===== src/hw/rtl/fopa_pkg.sv =====
package fopa_pkg;

    // Pool geometry. The handle ports are four bits wide, so the pool size is fixed with them.
    localparam int POOL_SIZE = 16;
    localparam int HANDLE_W  = 4;
    localparam int PTR_W     = $clog2(POOL_SIZE);
    localparam int CNT_W     = $clog2(POOL_SIZE + 1);
    localparam int FUNC_W    = 2;
    localparam int STATUS_W  = 2;

    // Request kinds.
    localparam logic [FUNC_W-1:0] FUNC_ALLOC = 2'd0;
    localparam logic [FUNC_W-1:0] FUNC_TRY   = 2'd1;
    localparam logic [FUNC_W-1:0] FUNC_FREE  = 2'd2;

    // Result status codes.
    localparam logic [STATUS_W-1:0] ST_OK        = 2'd0;
    localparam logic [STATUS_W-1:0] ST_EMPTY     = 2'd1;
    localparam logic [STATUS_W-1:0] ST_INVALID   = 2'd2;
    localparam logic [STATUS_W-1:0] ST_EXHAUSTED = 2'd3;

    typedef logic [HANDLE_W-1:0] t_handle;

    // Commands from the pool control to the free-handle queue.
    typedef struct packed {
        logic    push;
        logic    pop;
        t_handle push_data;
    } t_fifo_cmd;

    // Queue status seen by the pool control.
    typedef struct packed {
        logic    empty;
        logic    full;
        t_handle head_data;
    } t_fifo_stat;

    // One result word.
    typedef struct packed {
        t_handle             handle;
        logic [STATUS_W-1:0] status;
    } t_result;

endpackage


===== src/hw/rtl/fopa_free_fifo.sv =====
module fopa_free_fifo
    import fopa_pkg::*;
(
    input  logic       i_clk,
    input  logic       i_rst_n,
    input  t_fifo_cmd  i_cmd,
    output t_fifo_stat o_stat
);

    t_handle              r_mem [POOL_SIZE];
    t_handle              r_head_data;
    logic [PTR_W-1:0]     r_head;
    logic [PTR_W-1:0]     r_tail;
    logic [CNT_W-1:0]     r_count;
    logic [PTR_W-1:0]     n_head;
    logic [PTR_W-1:0]     n_tail;
    logic [CNT_W-1:0]     n_count;

    always_comb begin
        n_head  = r_head;
        n_tail  = r_tail;
        n_count = r_count;
        if (i_cmd.pop) begin
            n_head  = (r_head == PTR_W'(POOL_SIZE - 1)) ? '0 : r_head + 1'b1;
            n_count = n_count - 1'b1;
        end
        if (i_cmd.push) begin
            n_tail  = (r_tail == PTR_W'(POOL_SIZE - 1)) ? '0 : r_tail + 1'b1;
            n_count = n_count + 1'b1;
        end
    end

    always_ff @(posedge i_clk) begin
        if (!i_rst_n) begin
            r_head  <= '0;
            r_tail  <= '0;
            r_count <= '0;
        end else begin
            r_head  <= n_head;
            r_tail  <= n_tail;
            r_count <= n_count;
        end
    end

    // Entries carry no reset: one is only read after it has been written.
    // The word at the next head position is fetched ahead, and a word pushed
    // into that position is passed straight through.
    always_ff @(posedge i_clk) begin
        if (i_cmd.push) begin
            r_mem[r_tail] <= i_cmd.push_data;
        end
        if (i_cmd.push && (r_tail == n_head)) begin
            r_head_data <= i_cmd.push_data;
        end else begin
            r_head_data <= r_mem[n_head];
        end
    end

    assign o_stat.empty     = (r_count == '0);
    assign o_stat.full      = (r_count == CNT_W'(POOL_SIZE));
    assign o_stat.head_data = r_head_data;

endmodule


===== src/hw/rtl/fopa_pool_core.sv =====
module fopa_pool_core
    import fopa_pkg::*;
(
    input  logic              i_clk,
    input  logic              i_rst_n,
    input  logic              i_fire,
    input  logic [FUNC_W-1:0] i_func,
    input  t_handle           i_handle,
    output t_result           o_result
);

    logic [POOL_SIZE-1:0] r_held;
    logic [POOL_SIZE-1:0] n_held;
    logic [CNT_W-1:0]     r_created;
    logic [CNT_W-1:0]     n_created;
    t_fifo_cmd            w_cmd;
    t_fifo_stat           w_stat;
    logic                 w_hin_ok;

    fopa_free_fifo u_free_fifo (
        .i_clk   (i_clk),
        .i_rst_n (i_rst_n),
        .i_cmd   (w_cmd),
        .o_stat  (w_stat)
    );

    assign w_hin_ok = (CNT_W'(i_handle) < CNT_W'(POOL_SIZE)) &&
                      r_held[i_handle[PTR_W-1:0]];

    always_comb begin
        n_held          = r_held;
        n_created       = r_created;
        w_cmd.push      = 1'b0;
        w_cmd.pop       = 1'b0;
        w_cmd.push_data = i_handle;
        o_result.handle = '0;
        o_result.status = ST_OK;
        unique case (i_func)
            FUNC_ALLOC, FUNC_TRY: begin
                priority if (!w_stat.empty) begin
                    w_cmd.pop       = i_fire;
                    o_result.handle = w_stat.head_data;
                    n_held[w_stat.head_data[PTR_W-1:0]] = 1'b1;
                end else if (i_func == FUNC_TRY) begin
                    o_result.status = ST_EMPTY;
                end else if (r_created == CNT_W'(POOL_SIZE)) begin
                    o_result.status = ST_EXHAUSTED;
                end else begin
                    o_result.handle = HANDLE_W'(r_created);
                    n_created       = r_created + 1'b1;
                    n_held[r_created[PTR_W-1:0]] = 1'b1;
                end
            end
            FUNC_FREE: begin
                // A full queue cannot coexist with a held handle, but it is rejected all the same.
                if (!w_hin_ok || w_stat.full) begin
                    o_result.status = ST_INVALID;
                end else begin
                    w_cmd.push = i_fire;
                    n_held[i_handle[PTR_W-1:0]] = 1'b0;
                end
            end
            default: begin
            end
        endcase
    end

    always_ff @(posedge i_clk) begin
        if (!i_rst_n) begin
            r_held    <= '0;
            r_created <= '0;
        end else if (i_fire) begin
            r_held    <= n_held;
            r_created <= n_created;
        end
    end

endmodule


===== src/hw/rtl/fifo_object_pool_allocator_unit.sv =====
// Channel  Direction  Ports            Contents
// s_axis   in         tdata, tuser     tdata: handle_in[3:0]; tuser: func[1:0]
// m_axis   out        tdata, tuser     tdata: handle_out[3:0]; tuser: status[1:0]
//
// One request is taken every cycle while m_axis does not stall; its result word is valid once
// it has passed from the input register into the output register.
// The request is held in an input register, served against the queue and held bitmap,
// and the answer is stored in an output register. A stall on m_axis holds both stages,
// and s_axis keeps taking words while the input register is free to move on.
// Reset (synchronous, active low) empties the queue and clears the bitmap and counter.
module fifo_object_pool_allocator_unit
    import fopa_pkg::*;
(
    input  logic       i_clk,
    input  logic       i_rst_n,
    input  logic       s_axis_tvalid,
    output logic       s_axis_tready,
    input  logic [7:0] s_axis_tdata,   // [3:0] handle_in, [7:4] zero
    input  logic [1:0] s_axis_tuser,   // [1:0] func
    output logic       m_axis_tvalid,
    input  logic       m_axis_tready,
    output logic [7:0] m_axis_tdata,   // [3:0] handle_out, [7:4] zero
    output logic [1:0] m_axis_tuser    // [1:0] status
);

    logic              r_in_valid;
    logic [FUNC_W-1:0] r_func;
    t_handle           r_handle;
    logic              r_out_valid;
    t_result           r_out;
    t_result           w_result;
    logic              w_move;

    assign w_move        = r_in_valid && (!r_out_valid || m_axis_tready);
    assign s_axis_tready = !r_in_valid || w_move;

    fopa_pool_core u_pool_core (
        .i_clk    (i_clk),
        .i_rst_n  (i_rst_n),
        .i_fire   (w_move),
        .i_func   (r_func),
        .i_handle (r_handle),
        .o_result (w_result)
    );

    always_ff @(posedge i_clk) begin
        if (!i_rst_n) begin
            r_in_valid <= 1'b0;
        end else if (s_axis_tready) begin
            r_in_valid <= s_axis_tvalid;
        end
    end

    always_ff @(posedge i_clk) begin
        if (s_axis_tvalid && s_axis_tready) begin
            r_func   <= s_axis_tuser;
            r_handle <= s_axis_tdata[HANDLE_W-1:0];
        end
    end

    always_ff @(posedge i_clk) begin
        if (!i_rst_n) begin
            r_out_valid <= 1'b0;
        end else if (w_move) begin
            r_out_valid <= 1'b1;
        end else if (m_axis_tready) begin
            r_out_valid <= 1'b0;
        end
    end

    always_ff @(posedge i_clk) begin
        if (w_move) begin
            r_out <= w_result;
        end
    end

    assign m_axis_tvalid = r_out_valid;
    assign m_axis_tdata  = {{(8 - HANDLE_W){1'b0}}, r_out.handle};
    assign m_axis_tuser  = r_out.status;

endmodule


===== config.mk =====
export PLATFORM = sky130hd
export DESIGN_NAME = fifo_object_pool_allocator_unit
export DESIGN_NICKNAME = d
export VERILOG_FILES = /design/src/hw/rtl/fopa_pkg.sv /design/src/hw/rtl/fopa_free_fifo.sv /design/src/hw/rtl/fopa_pool_core.sv /design/src/hw/rtl/fifo_object_pool_allocator_unit.sv
export SDC_FILE = /design/constraint.sdc
export NUM_CORES = 1
export LEC_CHECK = 0
export BUFFER_PORTS_ARGS = -buffer_cell sky130_fd_sc_hd__buf_2
export CORE_MARGIN = 3
export CORE_UTILIZATION = 30
export DETAILED_ROUTE_END_ITERATION = 6
export HOLD_SLACK_MARGIN = 0.06
export PLACE_DENSITY = 0.52
export SLEW_MARGIN = 20
export SYNTH_ARGS = -nofsm -noshare
export SYNTH_HDL_FRONTEND = slang
export SYNTH_SLANG_ARGS = --single-unit
export TNS_END_PERCENT = 30

===== constraint.sdc =====
create_clock -name i_clk -period 2.7 [get_ports i_clk]
set_input_delay 0.405 -clock i_clk [delete_from_list [all_inputs] [get_ports i_clk]]
set_output_delay 0.405 -clock i_clk [all_outputs]
set_load 0.005 [all_outputs]

==> results by group, run 1 <==
STA
  – Setup_tns: 0 ps
  – Slew Viols, Final: 0
  – Final count of negative-setup-slack endpoints: 0
  – Peak Freq: 403.8 MHz
  – Slew @ Worst Pin: 701.7 ps
  – Max transition margin: roughly 53%
  – Min cycle time layout: around 2500 ps
  – Setup ws final: ~220 ps
  – Period utilization: between 90% and 100%
  – Clock skew: 8.156 ps
  – Fin. Hold Viols: 0
  – RSZ-0062 raised after global routing: no

Worst setup path
  – Critical Path Start Type: flop
  – Critical Path End Type: flop
  – Slowest stage delay, CP: slightly above 400 ps
  – R2r endpoint: u_pool_core.u_free_fifo.r_mem[14][2]$_DFFE_PP_
  – Worst Reg-to-Reg Cells: 8
  – Worst reg-to-reg setup slack: around 220 ps
  – Max FO, Critical Path: 9
  – Crit Reg-Reg Startpoint: u_pool_core.u_free_fifo.r_count[0]$_SDFF_PN0_
  – WP data required: between 2000 and 3000 ps
  – Critical Path Slowest Stage Cell: dfxtp_1
  – Crit path DAT: 2540 ps
  – Worst path cell trace: inv_1 > ha_1 > nand4bb_1 > nor2b_1 > o2bb2ai_2 > and2_4 > nand2_1 > nor2_1
  – Crit path kind: reg2reg

Routing
  – DRC: 0
  – Post-detailed-route wirelength per cell: between 15 and 20 um
  – Drt total wl: approximately 12000 um
  – Via count: 3693
  – Routed Antenna Nets: 0
  – Vias per inst: 5.129
  – DRT iter0 DRCs: around 270
  – TritonRoute pass-1 iters: 5

Die
  – Die Wd: 140.7 um
  – Initial Util: between 30% and 40%
  – Die H: 140.7 um
  – IO Count: 26
  – Core area: about 0.018 mm^2
  – Die ar.: 0.01980 mm^2
  – Row count: between 40 and 50

Finish
  – Area grow syn2layout: 18.82%
  – Antenna diodes: 0
  – Layout cell share with drive strength beyond 1: between 20% and 30%
  – Util after Layout: between 30% and 40%
  – Non-Filler Instances: 720
  – Final nets: between 500 and 600

Clocking
  – CTS tree: done
  – Htree depth: 4
  – Post-CTS Setup Bufs: 0
  – Post_cts resized: 0
  – CTS Buffer Depth: 2
  – Clock network latency to the later pin of the worst-skew pair: 410 ps
  – Cts bufs inserted: 17
  – CTS Hold Bufs: 0
  – Clock-pin slew on the worst setup and hold paths: 50 ps
  – CTS root buf: clkbuf_16
  – Clock sink total: 116

Power
  – Peak VDD IR: ~0.36 mV
  – Static leakage: between 2 and 2.5 nW
  – Pwr/cell area: ~650 mW/mm^2

Global routing
  – All-Layer GR Usage: 12.95%
  – Pin count of the biggest net entering global routing: 45
  – Vias in the first global route: 3728
  – Total global routing overflow: 0
  – Initial antenna violation count: 0
  – First-pass GRT wire length: roughly 20000 um

Yosys
  – Number of synthesized flops with an enable pin: 76
  – #FFs+latches synth: ~120
  – Avg Cell Area, Syn: around 12 um^2
  – Synthesis warning total: 0
  – Post-synthesis cell area: ~0.0054 mm^2
  – Syn Inst Count: 444
  – Sequential share of the synthesized area: between 50% and 60%
  – Number of distinct library cells after synthesis: between 50 and 60
  – Main flop type after synthesis: edfxtp_1
  – Synth async-reset ratio: 0%

Placement
  – Dpl hpwl: between 8000 and 9000 um
  – GP Congestion: roughly 0.93
  – Placed insts: about 690
  – Post-Place Worst Slack: ~200 ps
  – Port Buf Inserts: 17

Worst hold path
  – Min-delay src: s_axis_tdata[1]
  – Hold path depth: 1
  – Hold EP: r_handle[1]$_DFFE_PP_
  – Hold/Removal Path Class: in2reg

Outcome
  – Outcome: finished, final reports clean

Run
  – Max Cap Viol: 0
==> power by group <==
group	internal, W	leakage, nW	switching [W]	total [W]
combinational	0.0000330	0.890	0.0000584	0.0000914
clock	0.00142	0.284	0.000759	0.00218
sequential	0.00190	1.01	0.0000161	0.00192
total	0.00336	2.19	0.000834	0.00419
==> Yosys cell counts (5+ instances only) <==
master / number / area share, %
a22o_1: 6 / 0.97
a21oi_1: 9 / 0.83
nand2_1: 33 / 2.3
o21ai_0: 26 / 2.4
edfxtp_1: 76 / 42
o21a_1: 6 / 0.83
a221oi_1: 9 / 1.4
inv_1: 9 / 0.62
ha_1: 10 / 2.3
nor3_1: 10 / 0.92
and2_1: 10 / 1.1
nor2b_1: 9 / 1.0
mux4_2: 18 / 7.4
buf_2: 5 / 0.46
nor3b_1: 7 / 0.97
clkbuf_1: 12 / 0.83
dfxtp_1: 40 / 15
nand3_1: 14 / 1.3
nand2b_1: 6 / 0.69
mux2i_1: 9 / 1.7
nor2_1: 41 / 2.8
nand4_1: 8 / 0.92
==> flip-flops by register name (all words and copies together), names as in the netlist, 2 cells and up, named ones only <==
signal,flops
m_axis_tdata,4
m_axis_tuser,2
r_func,2
r_handle,4
u_pool_core.r_created,5
u_pool_core.r_held,16
u_pool_core.u_free_fifo.r_count,5
u_pool_core.u_free_fifo.r_head,4
u_pool_core.u_free_fifo.r_mem,64
u_pool_core.u_free_fifo.r_tail,4
==> placed cells by master (no fill, tap or decap), drive strengths merged, types with 7 or more instances in the layout <==
master and n:
edfxtp 76, nor2 41, buf 41, dfxtp 40, nand2 33, o21ai 26
clkbuf 25, mux4 19, nand3 14, and2 11, nor3 10, ha 10
inv 10, a221oi 10, nor2b 9, mux2i 9, a21oi 9, nand4 8
nor3b 7
==> cell type report <==
cell class                      instances  area (um^2)
Tap cell                              225        281.5
Fill cell                            1744        11070
Clock inverter                          7        66.31
Inverter                                9        33.78
Sequential cell                       116         3083
Multi-Input combinational cell        297         2210
Clock buffer                           25        518.0
Timing Repair Buffer                   41        277.8
==> routing by layer <==
layer	wire (um)	track usage [%]	vias up
met5	0	0	-
met2	5797	20.36	102
met4	175	5.099	0
met3	659	3.155	11
li1	-	-	1766
met1	5667	17.28	1814
==> worst max-delay path by stage <==
stage                                                              from                                             end  slack (ps)  cells past startpoint
after global placement                            r_handle[1]$_DFFE_PP_  u_pool_core.u_free_fifo.r_mem[14][3]$_DFFE_PP_         260                      6
after detailed placement  u_pool_core.u_free_fifo.r_count[0]$_SDFF_PN0_   u_pool_core.u_free_fifo.r_mem[9][0]$_DFFE_PP_         200                      8
after CTS                 u_pool_core.u_free_fifo.r_count[0]$_SDFF_PN0_   u_pool_core.u_free_fifo.r_mem[9][2]$_DFFE_PP_         200                      8
final                     u_pool_core.u_free_fifo.r_count[0]$_SDFF_PN0_  u_pool_core.u_free_fifo.r_mem[14][2]$_DFFE_PP_         220                      8
after floorplan                                   r_handle[1]$_DFFE_PP_   u_pool_core.u_free_fifo.r_mem[2][0]$_DFFE_PP_         300                      8
after global routing      u_pool_core.u_free_fifo.r_count[0]$_SDFF_PN0_   u_pool_core.u_free_fifo.r_mem[8][0]$_DFFE_PP_          10                      8
==> critical path, delay by kind of cell, from the launching register on <==
kind / cells / cell delay, ps
and+or+nand+nor: 5 / 1230
DFF: 1 / 410
adders and majority gates: 1 / 240
AOI/OAI and AO/OA: 1 / 180
buffers and inverters: 1 / 80
==> cells by family after synthesis <==
kind of cell / count (synthesis) / share of synthesized area [%]
and+or+nand+nor: 161 / 15.65
DFF: 116 / 56.62
xor gates and xnor gates: 7 / 1.126
other: 1 / 0.06887
muxes: 32 / 10.41
adders and majority gates: 10 / 2.298
AOI/OAI and AO/OA: 83 / 10.82
buffers and inverters: 34 / 3.010
==> through the flow <==
step | power (W) | hold WS (ps) | instance area, um^2
after floorplan | 0.002011 | 458.8 | 5456
after global placement | 0.002046 | 506.4 | 5886
after detailed placement | 0.002049 | 514.0 | 5886
after CTS | 0.004228 | 158.6 | 6470
after global routing | 0.004323 | 156.2 | 6470
final | 0.004191 | 174.3 | 6470
No activity file was read; power rests on OpenSTA's default activity.
==> run 2: changes to the inputs <==
--- a/config.mk
+++ b/config.mk
@@ -7,10 +7,11 @@
 export LEC_CHECK = 0
 export BUFFER_PORTS_ARGS = -buffer_cell sky130_fd_sc_hd__buf_2
 export CORE_MARGIN = 3
-export CORE_UTILIZATION = 30
+export CORE_UTILIZATION = 61
+export CTS_CLUSTER_DIAMETER = 200
 export DETAILED_ROUTE_END_ITERATION = 6
 export HOLD_SLACK_MARGIN = 0.06
-export PLACE_DENSITY = 0.52
+export PLACE_DENSITY = 0.86
 export SLEW_MARGIN = 20
 export SYNTH_ARGS = -nofsm -noshare
 export SYNTH_HDL_FRONTEND = slang
==> results by group, run 2 (synthesized netlist as in run 1, its figures left out) <==
Worst setup path
  – Slowest stage delay, CP: 410 ps (about the same)
  – Worst path cell trace: inv_1 > ha_1 > nand4bb_1 > nor2b_1 > o2bb2ai_2 > and2_4 > nand2_1 > nor2_1 (unchanged)
  – Crit path DAT: 2790 ps (was 2540 ps)
  – Critical Path End Type: flop (unchanged)
  – WP data required: 2880 ps (was 2760 ps)
  – Crit path kind: reg2reg (unchanged)
  – Max FO, Critical Path: 9 (unchanged)
  – Critical Path Start Type: flop (unchanged)
  – Critical Path Slowest Stage Cell: dfxtp_1 (unchanged)

Finish
  – Area occupied by registers: 0.003083 mm^2 (unchanged)
  – Area occupied by multi-input gates: 0.002217 mm^2 (was 0.002210 mm^2)
  – Antenna diodes: 0 (unchanged)
  – Area grow syn2layout: 15.51% (was 18.82%)
  – Most common cell after layout, fill and taps aside: edfxtp_1 (unchanged)
  – Top reg by flops: u_pool_core.u_free_fifo.r_mem (unchanged)
  – Layout fillers: 496 (was 1744)
  – Util after Layout: 74.67% (was 36.89%)
  – Top flop regs: u_pool_core.u_free_fifo.r_mem (64), u_pool_core.r_held (16) (unchanged)
  – Most frequent cells in the layout: edfxtp_1, dfxtp_1, nor2_1 (was edfxtp_1, nor2_1, dfxtp_1)
  – Final nets: 504 (was 506)
  – Layout cell share with drive strength beyond 1: 19.68% (was 20.00%)
  – Max FFs per register: 64 (unchanged)

Global routing
  – Pin count of the biggest net entering global routing: 45 (unchanged)
  – Vias in the first global route: 3838 (was 3728)
  – Total global routing overflow: 0 (unchanged)
  – Initial antenna violation count: 0 (unchanged)
  – All-Layer GR Usage: 26.18% (was 12.95%)
  – First-pass GRT wire length: 19930 um (was 19870 um)

Die
  – Die H: 100.5 um (was 140.7 um)
  – Die ar.: 0.01010 mm^2 (was 0.01980 mm^2)
  – Die Wd: 100.5 um (was 140.7 um)
  – IO Count: 26 (unchanged)
  – Initial Util: 64.65% (was 31.05%)
  – Core area: 0.008423 mm^2 (was 0.01754 mm^2)
  – Row count: 33 (was 48)

Power
  – Pwr/cell area: 643.4 mW/mm^2 (was 647.8 mW/mm^2)
  – Peak VDD IR: 0.4903 mV (was 0.3641 mV)
  – Static leakage: 2.152 nW (was 2.188 nW)

Clocking
  – Cts bufs inserted: 17 (unchanged)
  – CTS tree: done (unchanged)
  – Htree depth: 4 (unchanged)
  – Clock sink total: 116 (unchanged)
  – CTS root buf: clkbuf_8 (was clkbuf_16)
  – Clock network latency to the later pin of the worst-skew pair: 520 ps (was 410 ps)
  – Clock-pin slew on the worst setup and hold paths: 60 ps (was 50 ps)
  – CTS Buffer Depth: 2 (unchanged)

Placement
  – Dpl hpwl: 8264 um (was 8933 um)
  – GP Congestion: 0.9600 (was 0.9298)
  – Port Buf Inserts: 17 (unchanged)

STA
  – Peak Freq: 382.4 MHz (was 403.8 MHz)
  – Fin. Hold Viols: 0 (unchanged)
  – Slew Viols, Final: 0 (unchanged)
  – Max transition margin: 50.78% (was 52.94%)
  – RSZ-0062 raised after global routing: yes (was no)
  – Slew @ Worst Pin: 728.4 ps (was 701.7 ps)
  – Clock skew: 9.201 ps (was 8.156 ps)
  – Min cycle time layout: 2615 ps (was 2476 ps)
  – WHS: 158.4 ps (was 174.3 ps)
  – Final count of negative-setup-slack endpoints: 0 (unchanged)
  – Period utilization: 96.85% (was 91.72%)

Routing
  – DRT iter0 DRCs: 462 (was 265)
  – Vias per inst: 6.612 (was 5.129)
  – Drt total wl: 12410 um (was 12300 um)
  – Routed Antenna Nets: 0 (unchanged)
  – DRC: 4 (was 0)
  – Via count: 3954 (was 3693)
  – Post-detailed-route wirelength per cell: 20.75 um (was 17.08 um)
  – TritonRoute pass-1 iters: 7 (was 5)

Outcome
  – Outcome: complete, but fails checks (was finished, final reports clean)
  – Violated checks: design-rule violations

Run
  – Max Cap Viol: 0 (unchanged)

Worst hold path
  – Hold/Removal Path Class: in2reg (unchanged)
==> run 2: changes by cell type in the layout (fill, tap and decap cells not counted), sizes merged <==
cell and delta:
clkinv +6, buf -8, inv +1, clkbuf -8, dlygate4sd3 +6, clkinvlp +1
==> run 2: critical path, delay by kind of cell (launching register included) <==
family	cells	cell delay [ps]
AOI/OAI and AO/OA	1	190
DFF	1	410
and+or+nand+nor	5	1330
adders and majority gates	1	260
buffers and inverters	1	80
==> run 2: through the flow <==
step | cell area [um^2] | setup TNS (ps) | setup slack [ps] | cells | power (W)
floorplan | 5456 | 0 | 297.0 | 447 | 0.002011
global placement | 5675 | 0 | 275.5 | 560 | 0.002039
detailed placement | 5675 | 0 | 170.7 | 560 | 0.002044
CTS | 6282 | 0 | 146.7 | 598 | 0.004053
global route | 6290 | -182.7 | -15.04 | 598 | 0.004165
finish | 6290 | 0 | 84.99 | 598 | 0.004047
==> run 2: report_power, final <==
| group | switching [W] | leakage [nW] | internal (W) | total, W |
|---|---|---|---|---|
| sequential | 0.0000166 | 1.01 | 0.00190 | 0.00192 |
| combinational | 0.0000608 | 0.876 | 0.0000378 | 0.0000986 |
| clock | 0.000809 | 0.262 | 0.00122 | 0.00203 |
| total | 0.000886 | 2.15 | 0.00316 | 0.00405 |
==> run 2: worst paths after layout <==
kind / startpoint / depth (start not counted) / slack, ps / endpoint
hold / removal: s_axis_tvalid / 3 / 160 / r_in_valid$_SDFFE_PN0N_
setup / recovery: u_pool_core.u_free_fifo.r_count[0]$_SDFF_PN0_ / 8 / 80 / u_pool_core.u_free_fifo.r_mem[4][2]$_DFFE_PP_
hold reg to reg: u_pool_core.u_free_fifo.r_head[3]$_SDFF_PN0_ / 1 / 540 / flop
setup reg to reg: u_pool_core.u_free_fifo.r_count[0]$_SDFF_PN0_ / 8 / 80 / u_pool_core.u_free_fifo.r_mem[4][2]$_DFFE_PP_
==> run 2: repair_timing <==
item,in CTS,in global routing
setup buffers,0,0
hold buffers,6,0
endpoints found under the hold margin,6,0
endpoints found under the setup margin,0,24
resized for setup,0,3
==> run 2: layout make-up <==
cell class	instances	share of cell area, %
sequential	116	49.02
tap	105	2.089
timing repair buffer	39	4.416
multi-input combinational	297	35.25
clock buffer	17	6.584
clock inverter	15	2.109
inverter	9	0.5371
==> run 2: layer usage <==
metal / track usage [%] / vias up / share of wire [%]
li1: - / 1758 / -
met1: 34.17 / 1886 / 39
met2: 40.88 / 262 / 48
met3: 8.581 / 48 / 9.9
met4: 10.36 / 0 / 3.2
met5: 0 / - / 0
